===== config.mk =====
export PLATFORM = sky130hd
export DESIGN_NAME = lcabl_ctrl
export DESIGN_NICKNAME = d
export VERILOG_FILES = /design/src/lcabl_pkg.sv /design/src/lcabl_ctrl.sv
export SDC_FILE = /design/constraint.sdc
export NUM_CORES = 1
export LEC_CHECK = 0
export BUFFER_PORTS_ARGS = -buffer_cell sky130_fd_sc_hd__buf_4
export CELL_PAD_IN_SITES_DETAIL_PLACEMENT = 0
export CELL_PAD_IN_SITES_GLOBAL_PLACEMENT = 1
export CORE_AREA = 2 2 64 66
export DETAILED_ROUTE_END_ITERATION = 8
export DIE_AREA = 0 0 66 68
export HOLD_SLACK_MARGIN = 0.1
export MAX_ROUTING_LAYER = met4
export PLACE_DENSITY = 0.81
export SYNTH_ARGS = -nofsm -noshare
export SYNTH_HDL_FRONTEND = slang
export SYNTH_SLANG_ARGS = --single-unit

===== constraint.sdc =====
create_clock -name clk -period 2.5 [get_ports clk]
set_input_delay 0.125 -clock clk [delete_from_list [all_inputs] [get_ports clk]]
set_output_delay 0.125 -clock clk [all_outputs]
set_load 0.02 [all_outputs]

===== src/lcabl_pkg.sv =====
// Shared types and constants of the lowest-common-ancestor block.
// Used by lcabl_ctrl, lcabl_datapath and lca_binary_lifting; depends on nothing.
package lcabl_pkg;

	localparam int NODE_W = 10;
	localparam int ENTRY_W = NODE_W + 1;
	localparam int DEPTH_W = 10;
	localparam int PATH_W = 11;
	localparam int DIST_W = 10;
	localparam int LVL_W = 5;
	localparam logic [DEPTH_W-1:0] DEPTH_LIMIT = 10'd1023;

	localparam int DEF_MAX_NODES = 1024;
	localparam int DEF_JUMP_LEVELS = 10;

	localparam logic CMD_LOAD = 1'b0;
	localparam logic CMD_QUERY = 1'b1;

	// Micro-operation carried out by the datapath.
	typedef enum logic [4:0] {
		OP_NONE,
		OP_CLEAR,
		OP_CAPTURE,
		OP_L_RD,
		OP_L_CHK,
		OP_L_STEP,
		OP_L_NEXT,
		OP_Q_RDA,
		OP_Q_RDB,
		OP_Q_CHK,
		OP_SCAN,
		OP_APPLY,
		OP_LIFT_END,
		OP_DESC_U,
		OP_DESC_V,
		OP_DESC_CMP,
		OP_FIN_RD,
		OP_FIN,
		OP_DL_RD,
		OP_DL,
		OP_KTH_END
	} op_t;

	typedef struct packed {
		op_t op;
	} ctl_cmd_t;

	typedef struct packed {
		logic clr_last;
		logic load_fail;
		logic last_level;
		logic query_fail;
		logic scan_end;
		logic scan_hit;
		logic lift_equal;
		logic level_zero;
		logic kth_go;
	} dp_status_t;

endpackage


===== src/lcabl_ctrl.sv =====
// Controller state machine of the lowest-common-ancestor block: sequences loads,
// queries and the flag clearing pass. Depends on lcabl_pkg.
module lcabl_ctrl (
	input  logic clk,
	input  logic arst_n,
	input  logic in_valid,
	output logic in_stall,
	input  logic cmd,
	output logic out_valid,
	input  logic out_stall,
	output lcabl_pkg::ctl_cmd_t ctl,
	input  lcabl_pkg::dp_status_t status
);

	typedef enum logic [20:0] {
		S_CLEAR    = 21'd1 << 0,
		S_IDLE     = 21'd1 << 1,
		S_L_RD     = 21'd1 << 2,
		S_L_CHK    = 21'd1 << 3,
		S_L_STEP   = 21'd1 << 4,
		S_L_NEXT   = 21'd1 << 5,
		S_Q_RDA    = 21'd1 << 6,
		S_Q_RDB    = 21'd1 << 7,
		S_Q_CHK    = 21'd1 << 8,
		S_SCAN     = 21'd1 << 9,
		S_APPLY    = 21'd1 << 10,
		S_LIFT_END = 21'd1 << 11,
		S_DESC_U   = 21'd1 << 12,
		S_DESC_V   = 21'd1 << 13,
		S_DESC_CMP = 21'd1 << 14,
		S_FIN_RD   = 21'd1 << 15,
		S_FIN      = 21'd1 << 16,
		S_DL_RD    = 21'd1 << 17,
		S_DL       = 21'd1 << 18,
		S_KTH_END  = 21'd1 << 19,
		S_OUT      = 21'd1 << 20
	} state_t;

	state_t state_q, state_d;
	logic kth_phase_q, kth_phase_d;

	assign in_stall = (state_q != S_IDLE);
	assign out_valid = (state_q == S_OUT);

	always_comb begin
		state_d = state_q;
		kth_phase_d = kth_phase_q;
		ctl.op = lcabl_pkg::OP_NONE;
		case (state_q)
			S_CLEAR: begin
				ctl.op = lcabl_pkg::OP_CLEAR;
				if (status.clr_last) begin
					state_d = S_IDLE;
				end
			end
			S_IDLE: begin
				if (in_valid) begin
					ctl.op = lcabl_pkg::OP_CAPTURE;
					state_d = (cmd == lcabl_pkg::CMD_QUERY) ? S_Q_RDA : S_L_RD;
				end
			end
			S_L_RD: begin
				ctl.op = lcabl_pkg::OP_L_RD;
				state_d = S_L_CHK;
			end
			S_L_CHK: begin
				ctl.op = lcabl_pkg::OP_L_CHK;
				state_d = status.load_fail ? S_OUT : S_L_STEP;
			end
			S_L_STEP: begin
				ctl.op = lcabl_pkg::OP_L_STEP;
				state_d = S_L_NEXT;
			end
			S_L_NEXT: begin
				ctl.op = lcabl_pkg::OP_L_NEXT;
				state_d = status.last_level ? S_OUT : S_L_STEP;
			end
			S_Q_RDA: begin
				ctl.op = lcabl_pkg::OP_Q_RDA;
				state_d = S_Q_RDB;
			end
			S_Q_RDB: begin
				ctl.op = lcabl_pkg::OP_Q_RDB;
				state_d = S_Q_CHK;
			end
			S_Q_CHK: begin
				ctl.op = lcabl_pkg::OP_Q_CHK;
				kth_phase_d = 1'b0;
				state_d = status.query_fail ? S_OUT : S_SCAN;
			end
			S_SCAN: begin
				ctl.op = lcabl_pkg::OP_SCAN;
				if (status.scan_end) begin
					state_d = kth_phase_q ? S_KTH_END : S_LIFT_END;
				end else if (status.scan_hit) begin
					state_d = S_APPLY;
				end
			end
			S_APPLY: begin
				ctl.op = lcabl_pkg::OP_APPLY;
				state_d = S_SCAN;
			end
			S_LIFT_END: begin
				ctl.op = lcabl_pkg::OP_LIFT_END;
				state_d = status.lift_equal ? S_DL_RD : S_DESC_U;
			end
			S_DESC_U: begin
				ctl.op = lcabl_pkg::OP_DESC_U;
				state_d = S_DESC_V;
			end
			S_DESC_V: begin
				ctl.op = lcabl_pkg::OP_DESC_V;
				state_d = S_DESC_CMP;
			end
			S_DESC_CMP: begin
				ctl.op = lcabl_pkg::OP_DESC_CMP;
				state_d = status.level_zero ? S_FIN_RD : S_DESC_U;
			end
			S_FIN_RD: begin
				ctl.op = lcabl_pkg::OP_FIN_RD;
				state_d = S_FIN;
			end
			S_FIN: begin
				ctl.op = lcabl_pkg::OP_FIN;
				state_d = S_DL_RD;
			end
			S_DL_RD: begin
				ctl.op = lcabl_pkg::OP_DL_RD;
				state_d = S_DL;
			end
			S_DL: begin
				ctl.op = lcabl_pkg::OP_DL;
				kth_phase_d = 1'b1;
				state_d = status.kth_go ? S_SCAN : S_OUT;
			end
			S_KTH_END: begin
				ctl.op = lcabl_pkg::OP_KTH_END;
				state_d = S_OUT;
			end
			S_OUT: begin
				if (!out_stall) begin
					state_d = S_IDLE;
				end
			end
			default: begin
				state_d = S_IDLE;
			end
		endcase
	end

	always_ff @(posedge clk or negedge arst_n) begin
		if (!arst_n) begin
			state_q <= S_CLEAR;
			kth_phase_q <= 1'b0;
		end else begin
			state_q <= state_d;
			kth_phase_q <= kth_phase_d;
		end
	end

	assert property (@(posedge clk) disable iff (!arst_n)
		in_valid && !in_stall |=> !out_valid)
		else $error("result shown in the cycle after a request was taken");
	assert property (@(posedge clk) disable iff (!arst_n)
		state_q != S_CLEAR |=> state_q != S_CLEAR)
		else $error("clearing pass entered again");
	assert property (@(posedge clk) disable iff (!arst_n)
		out_valid |-> in_stall)
		else $error("request taken while a result waits");

endmodule


==> results by group, run 1 <==
Outcome
  • Run status: completed

Timing
  • Clock skew: 5.29 ps
  • Max-slew headroom: 0.698
  • Setup violators final: 0
  • Actual slew at the worst max-slew pin: 449 ps
  • Final Hold Vio Count: 0
  • RSZ-0062 raised after global routing: yes
  • Period utilization: 0.973
  • Slew Viols, Final: 0
  • Minimum clock period: 2430 ps
  • Fmax: 411 MHz
  • Setup slack after layout: 66.6 ps

Worst setup path
  • Crit Path Category: reg -> out
  • Critical Path RT: 2380 ps
  • Slowest CP cell: dfrtp_1
  • Setup crit start kind: register
  • Setup crit end kind: output pin
  • Worst r2r src: state_q[4]$_DFFE_PN0P_
  • CP cell instances: nor4_4 -> nand3_2 -> or3_4 -> nor4b_2 -> a211oi_1 -> nand4_1 -> buf_4
  • CP Launch Point: state_q[13]$_DFFE_PN0P_
  • Worst Path Arrival: 2310 ps
  • Critical path's largest stage delay: 480 ps
  • CP max FO: 7

Logic synthesis
  • Mapped Nets: 173
  • Top cell type's share of synthesized area: 0.365
  • Mapped Area: 1440 µm²
  • Cell with the most instances after synthesis: nor2_1
  • Async SR Flop Fraction: 1.00
  • Post-synth EDFFs: 0
  • Sequential cell area fraction in the yosys report: 0.383
  • Area contributors post-synth: dfrtp_1 (36%), nor2_1 (6.0%), nor3_1 (3.5%)
  • Post-Syn Area per Cell: 9.06 µm²
  • List of most frequent post-synthesis cells: nor2_1 (23), dfrtp_1 (21), nand2_1 (12)
  • Yosys warns: 0
  • Synth Register Bits: 22
  • Count of different cell masters after synthesis: 40
  • Top FF cell, synth: dfrtp_1
  • Yosys top cell by area: dfrtp_1
  • Post-Syn Instances: 159

Power and ir drop
  • Comb pwr share: 0.523
  • Power per cell area: 735 nW/µm²
  • Seq pwr share: 0.311
  • Static leakage: 0.880 nW
  • Clock power share: 0.166
  • Max VDD drop: 0.495 mV
  • Total power: 1.41 mW
  • Sw frac: 0.404
  • NetSw: 0.571 mW
  • Internal power: 0.843 mW

Global routing
  • Grt ovf: 0
  • Total Routing Usage GR: 0.200
  • First-pass GRT wire length: 6.45 mm
  • Vias in the first global route: 1314
  • Initial antenna violation count: 0
  • Largest net degree at the start of global routing: 23

Placement
  • Placer Congestion: 0.987
  • Post-DP HPWL: 3.15 mm
  • Port Buf Inserts: 20
  • Place WS: 141 ps
  • Placed cell area: 1660 µm²

Worst hold path
  • Hold WC Path Type: in -> reg
  • Hold path startpoint: status[7]

Detailed routing
  • Iteration-0 DRC Markers: 49
  • WL final: 4.10 mm
  • Post-route DRC: 0
  • Vias per cell: 5.67
  • Antenna Nets Post-Route: 0
  • WL/cell: 16.3 µm
  • Via count: 1423
  • TritonRoute pass-1 iters: 4

Run
  • Max-Cap Viols: 0

Clock network
  • TritonCTS Buffers: 3
  • Clk sinks: 22
  • Clock buffer depth: 2
  • TritonCTS clock tree: done
  • CTS H-tree lvls: 1
  • Worst-path clk slew: 80 ps
  • CTS Root Cell: clkbuf_8
  • Clock insertion delay at the later pin of the skew report: 270 ps

Layout
  • # nets final: 216
  • Final Cell Area: 1920 µm²
  • Layout cells sized above 1: 0.323
  • Utilization after layout: 0.499
  • Layout overhead on the synthesized area: 33.6%
  • Final antenna diode count: 0

Die
  • Die ar.: 4490 µm²
  • Num ports: 21
  • Chip width: 66 µm
  • Std cell rows: 23
  • Core ar.: 3860 µm²
  • Die height: 68 µm
  • Initial Util: 0.373
==> power groups by stage <==
stage | Clock [mW] | Sequential (mW) | Combinational (mW)
2_1_floorplan | 0 | 0.416 | 0.426
3_3_place_gp | 0 | 0.443 | 0.609
3_5_place_dp | 0 | 0.444 | 0.610
4_1_cts | 0.237 | 0.436 | 0.672
5_1_grt | 0.255 | 0.446 | 0.797
6_report | 0.235 | 0.440 | 0.739
==> sequential cells by signal, summed over array words and instances (netlist names) <==
| register | flops |
|---|---|
| state_q | 21 |
| kth_phase_q | 1 |
==> cell usage in the layout, fill, tap and decap left out, drive strengths merged, types with 2 or more instances in the layout <==
master / netlist / final
nor4: 10 / 10
nor3: 12 / 12
dlygate4sd3: 0 / 9
nand4b: 5 / 5
or2: 2 / 2
a211oi: 3 / 3
or3: 4 / 4
nand3b: 6 / 6
buf: 4 / 33
nor2: 23 / 23
dfrtp: 21 / 21
nand4: 2 / 2
clkbuf: 0 / 4
a21oi: 2 / 2
nand2: 12 / 12
nand3: 7 / 7
inv: 7 / 7
nor2b: 3 / 3
o21ai: 10 / 10
o22ai: 3 / 3
nand2b: 3 / 3
nor4b: 4 / 4
xor2: 5 / 5
o2111ai: 2 / 2
==> what timing repair did <==
action                                  4_1_cts  5_1_grt
pin swaps                                     2        3
hold buffers                                  9        0
buffers inserted                              3        5
endpoints found under the hold margin        31        0
endpoints found under the setup margin        3        3
gates resized for setup                       1       17
==> through the flow <==
stage | hold WS, ps | TNS (ps) | instances
2_1_floorplan | -171 | 0 | 159
3_3_place_gp | 31.4 | 0 | 230
3_5_place_dp | 41.6 | 0 | 230
4_1_cts | 107 | 0 | 246
5_1_grt | 121 | -60.1 | 251
6_report | 110 | 0 | 251
==> worst max-delay path: cells and delay by family (launching register included) <==
family                 cells  cell delay (ps)
and+or+nand+nor            5             1300
buffers and inverters      1              140
AOI/OAI and AO/OA          1              120
DFF                        1              480
==> area by class of cell <==
cell class                 instances  area, µm²
fill                             400       1930
multi-input combinational        126        885
sequential                        22        561
timing repair buffer              42        345
tap                               50       62.6
clock buffer                       4       45.0
inverter                           7       26.3
==> metal layers <==
| layer | global-route usage | part of all wire |
|---|---|---|
| met1 | 0.249 | 0.44 |
| met2 | 0.336 | 0.49 |
| met3 | 0.0263 | 0.048 |
| met4 | 0.0714 | 0.022 |
| met5 | - | 0 |
==> cell families (layout without fill, tap and decap cells) <==
logic type,after synthesis,count (layout),synth area share
buffers and inverters,11,53,0.0365
AOI/OAI and AO/OA,21,21,0.0886
DFF,22,22,0.383
and+or+nand+nor,100,100,0.461
xor gates and xnor gates,5,5,0.0304
==> worst paths after layout <==
check	end	slack, ps	cells past startpoint
min	state_q[4]$_DFFE_PN0P_	110	2
max reg2reg	state_q[1]$_DFFE_PN0P_	330	9
max in group asynchronous	state_q[0]$_DFFE_PN1P_	1930	2
min in group asynchronous	state_q[4]$_DFFE_PN0P_	280	2
min reg2reg	state_q[11]$_DFFE_PN0P_	430	1
max	ctl[0]	70	7
No activity file was read; power rests on OpenSTA's default activity.
==> run 2, diff against run 1 <==
CTS_BUF_LIST = sky130_fd_sc_hd__clkbuf_4 sky130_fd_sc_hd__clkbuf_8   (was not set)
==> results by group, run 2 (synthesis gave the netlist of run 1 again) <==
Outcome
  • Run status: completed (unchanged)

Worst setup path
  • CP cell instances: nor4_4 -> nand3_2 -> or3_4 -> nor4b_2 -> a211oi_1 -> nand4_1 -> buf_4 (unchanged)
  • Internal reg-to-reg setup slack: 350 ps (was 330 ps)
  • Critical Path RT: 2380 ps (about the same)
  • Crit Path Category: reg -> out (unchanged)
  • Critical path's largest stage delay: 480 ps (about the same)
  • Setup crit end kind: output pin (unchanged)
  • Worst r2r src: state_q[4]$_DFFE_PN0P_ (unchanged)
  • CP max FO: 7 (unchanged)
  • Setup crit start kind: register (unchanged)
  • FF-to-FF path depth: 9 (unchanged)
  • Slowest CP cell: dfrtp_1 (unchanged)
  • Worst Path Arrival: 2330 ps (was 2310 ps)
  • Reg2reg end: state_q[1]$_DFFE_PN0P_ (unchanged)

Clock network
  • CTS H-tree lvls: 1 (unchanged)
  • Clock buffer depth: 2 (unchanged)
  • Worst-path clk slew: 80 ps (about the same)
  • TritonCTS clock tree: done (unchanged)
  • Clock insertion delay at the later pin of the skew report: 270 ps (about the same)
  • CTS Root Cell: clkbuf_8 (unchanged)
  • TritonCTS Buffers: 3 (unchanged)
  • Clk sinks: 22 (unchanged)

Timing
  • Minimum clock period: 2460 ps (was 2430 ps)
  • Total Neg Setup Slack: 0 ps (unchanged)
  • Period utilization: 0.983 (was 0.973)
  • Max-slew headroom: 0.698 (about the same)
  • Actual slew at the worst max-slew pin: 449 ps (about the same)
  • Fin Hold WS: 112 ps (was 110 ps)
  • RSZ-0062 raised after global routing: yes (unchanged)
  • Setup violators final: 0 (unchanged)
  • Clock skew: 6.75 ps (was 5.29 ps)
  • Fmax: 407 MHz (was 411 MHz)
  • Final Hold Vio Count: 0 (unchanged)
  • Slew Viols, Final: 0 (unchanged)

Global routing
  • Grt ovf: 0 (unchanged)
  • Total Routing Usage GR: 0.201 (was 0.200)
  • Largest net degree at the start of global routing: 23 (unchanged)
  • First-pass GRT wire length: 6.47 mm (was 6.45 mm)
  • Initial antenna violation count: 0 (unchanged)
  • Vias in the first global route: 1324 (was 1314)

Layout
  • Fillers: 399 (was 400)
  • Commonest non-fill, non-tap cells in the layout: buf_4 (31), nor2_1 (23), dfrtp_1 (14) (unchanged)
  • Layout overhead on the synthesized area: 33.9% (was 33.6%)
  • Final antenna diode count: 0 (unchanged)
  • Most common cell after layout, fill and taps aside: buf_4 (unchanged)
  • Max reg flops: 21 (unchanged)
  • Utilization after layout: 0.500 (was 0.499)
  • # nets final: 216 (unchanged)
  • Top reg by flops: state_q (unchanged)
  • Top flop regs: state_q x21, kth_phase_q x1 (unchanged)
  • Layout cells sized above 1: 0.328 (was 0.323)

Worst hold path
  • Hold path depth: 2 (unchanged)
  • Hold Path End: state_q[4]$_DFFE_PN0P_ (unchanged)
  • Hold path startpoint: status[7] (unchanged)
  • Hold WC Path Type: in -> reg (unchanged)

Power and ir drop
  • Power per cell area: 736 nW/µm² (was 735 nW/µm²)
  • Max VDD drop: 0.490 mV (was 0.495 mV)
  • Static leakage: 0.883 nW (was 0.880 nW)
  • Total power: 1.42 mW (was 1.41 mW)

Die
  • Die ar.: 4490 µm² (unchanged)
  • Initial Util: 0.373 (unchanged)
  • Core ar.: 3860 µm² (unchanged)
  • Num ports: 21 (unchanged)
  • Std cell rows: 23 (unchanged)
  • Die height: 68 µm (unchanged)
  • Chip width: 66 µm (unchanged)

Detailed routing
  • TritonRoute pass-1 iters: 4 (unchanged)
  • Post-route DRC: 0 (unchanged)
  • Iteration-0 DRC Markers: 66 (was 49)
  • WL/cell: 16.3 µm (about the same)
  • WL final: 4.09 mm (was 4.10 mm)
  • Antenna Nets Post-Route: 0 (unchanged)
  • Via count: 1402 (was 1423)
  • Vias per cell: 5.59 (was 5.67)

Run
  • Max-Cap Viols: 0 (unchanged)

Placement
  • Placer Congestion: 0.987 (unchanged)
  • Post-DP HPWL: 3.15 mm (unchanged)
  • Port Buf Inserts: 20 (unchanged)
run 2: cell types whose count changed in the layout (fill, tap and decap cells not counted):
cell	before	now
clkbuf_1	1	0
clkbuf_4	0	1
run 2: how the worst max path moves through the flow:
stage                            start     end  slack [ps]  cells past startpoint
3_3_place_gp    state_q[4]$_DFFE_PN0P_  ctl[1]         180                      7
3_5_place_dp    state_q[4]$_DFFE_PN0P_  ctl[1]         140                      7
2_1_floorplan   state_q[4]$_DFFE_PN0P_  ctl[1]         520                      6
6_report       state_q[13]$_DFFE_PN0P_  ctl[0]          40                      7
4_1_cts         state_q[5]$_DFFE_PN0P_  ctl[1]           8                     10
5_1_grt         state_q[9]$_DFFE_PN0P_  ctl[2]         -40                      8
run 2: final cells by class:
class | instances | area [µm²] | area share
clock buffers | 4 | 48.8 | 0.0253
inverters | 7 | 26.3 | 0.0136
multi-input cells | 126 | 885 | 0.459
flip-flops and latches | 22 | 561 | 0.291
well taps | 50 | 62.6 | 0.0324
repair buffers | 42 | 345 | 0.179
run 2: per-layer routing:
layer | vias up | global-route usage | wire length [µm]
li1 | 677 | - | -
met1 | 678 | 0.248 | 1840
met2 | 39 | 0.340 | 2000
met3 | 8 | 0.0263 | 160
met4 | 0 | 0.0714 | 91
met5 | - | - | 0
run 2: through the flow:
stage	std cells	worst slack, ps	area [µm²]
after floorplan	159	523	1440
after global placement	230	185	1660
after detailed placement	230	141	1660
after CTS	246	8.18	1830
after global routing	251	-35.5	1930
final	251	43.4	1930
run 2: timing repair:
action / in CTS / in global routing
endpoints found under the hold margin: 31 / 0
pin swaps: 2 / 3
endpoints found under the setup margin: 3 / 3
gates cloned: 0 / 0
gates resized for setup: 1 / 17
hold buffers: 9 / 0
setup buffers: 3 / 5
run 2: power by group:
| part | switching (mW) | internal (mW) | total (mW) |
|---|---|---|---|
| clock network | 0.118 | 0.125 | 0.243 |
| registers | 0.0582 | 0.382 | 0.440 |
| logic | 0.388 | 0.347 | 0.736 |
| total | 0.565 | 0.853 | 1.42 |
run 2: critical path: cells and delay by family, from the launching register on:
kind	cells	cell delay, ps
AO/OA/AOI/OAI	1	120
AND/OR/NAND/NOR	5	1320
flip-flops	1	480
buffers and inverters	1	140
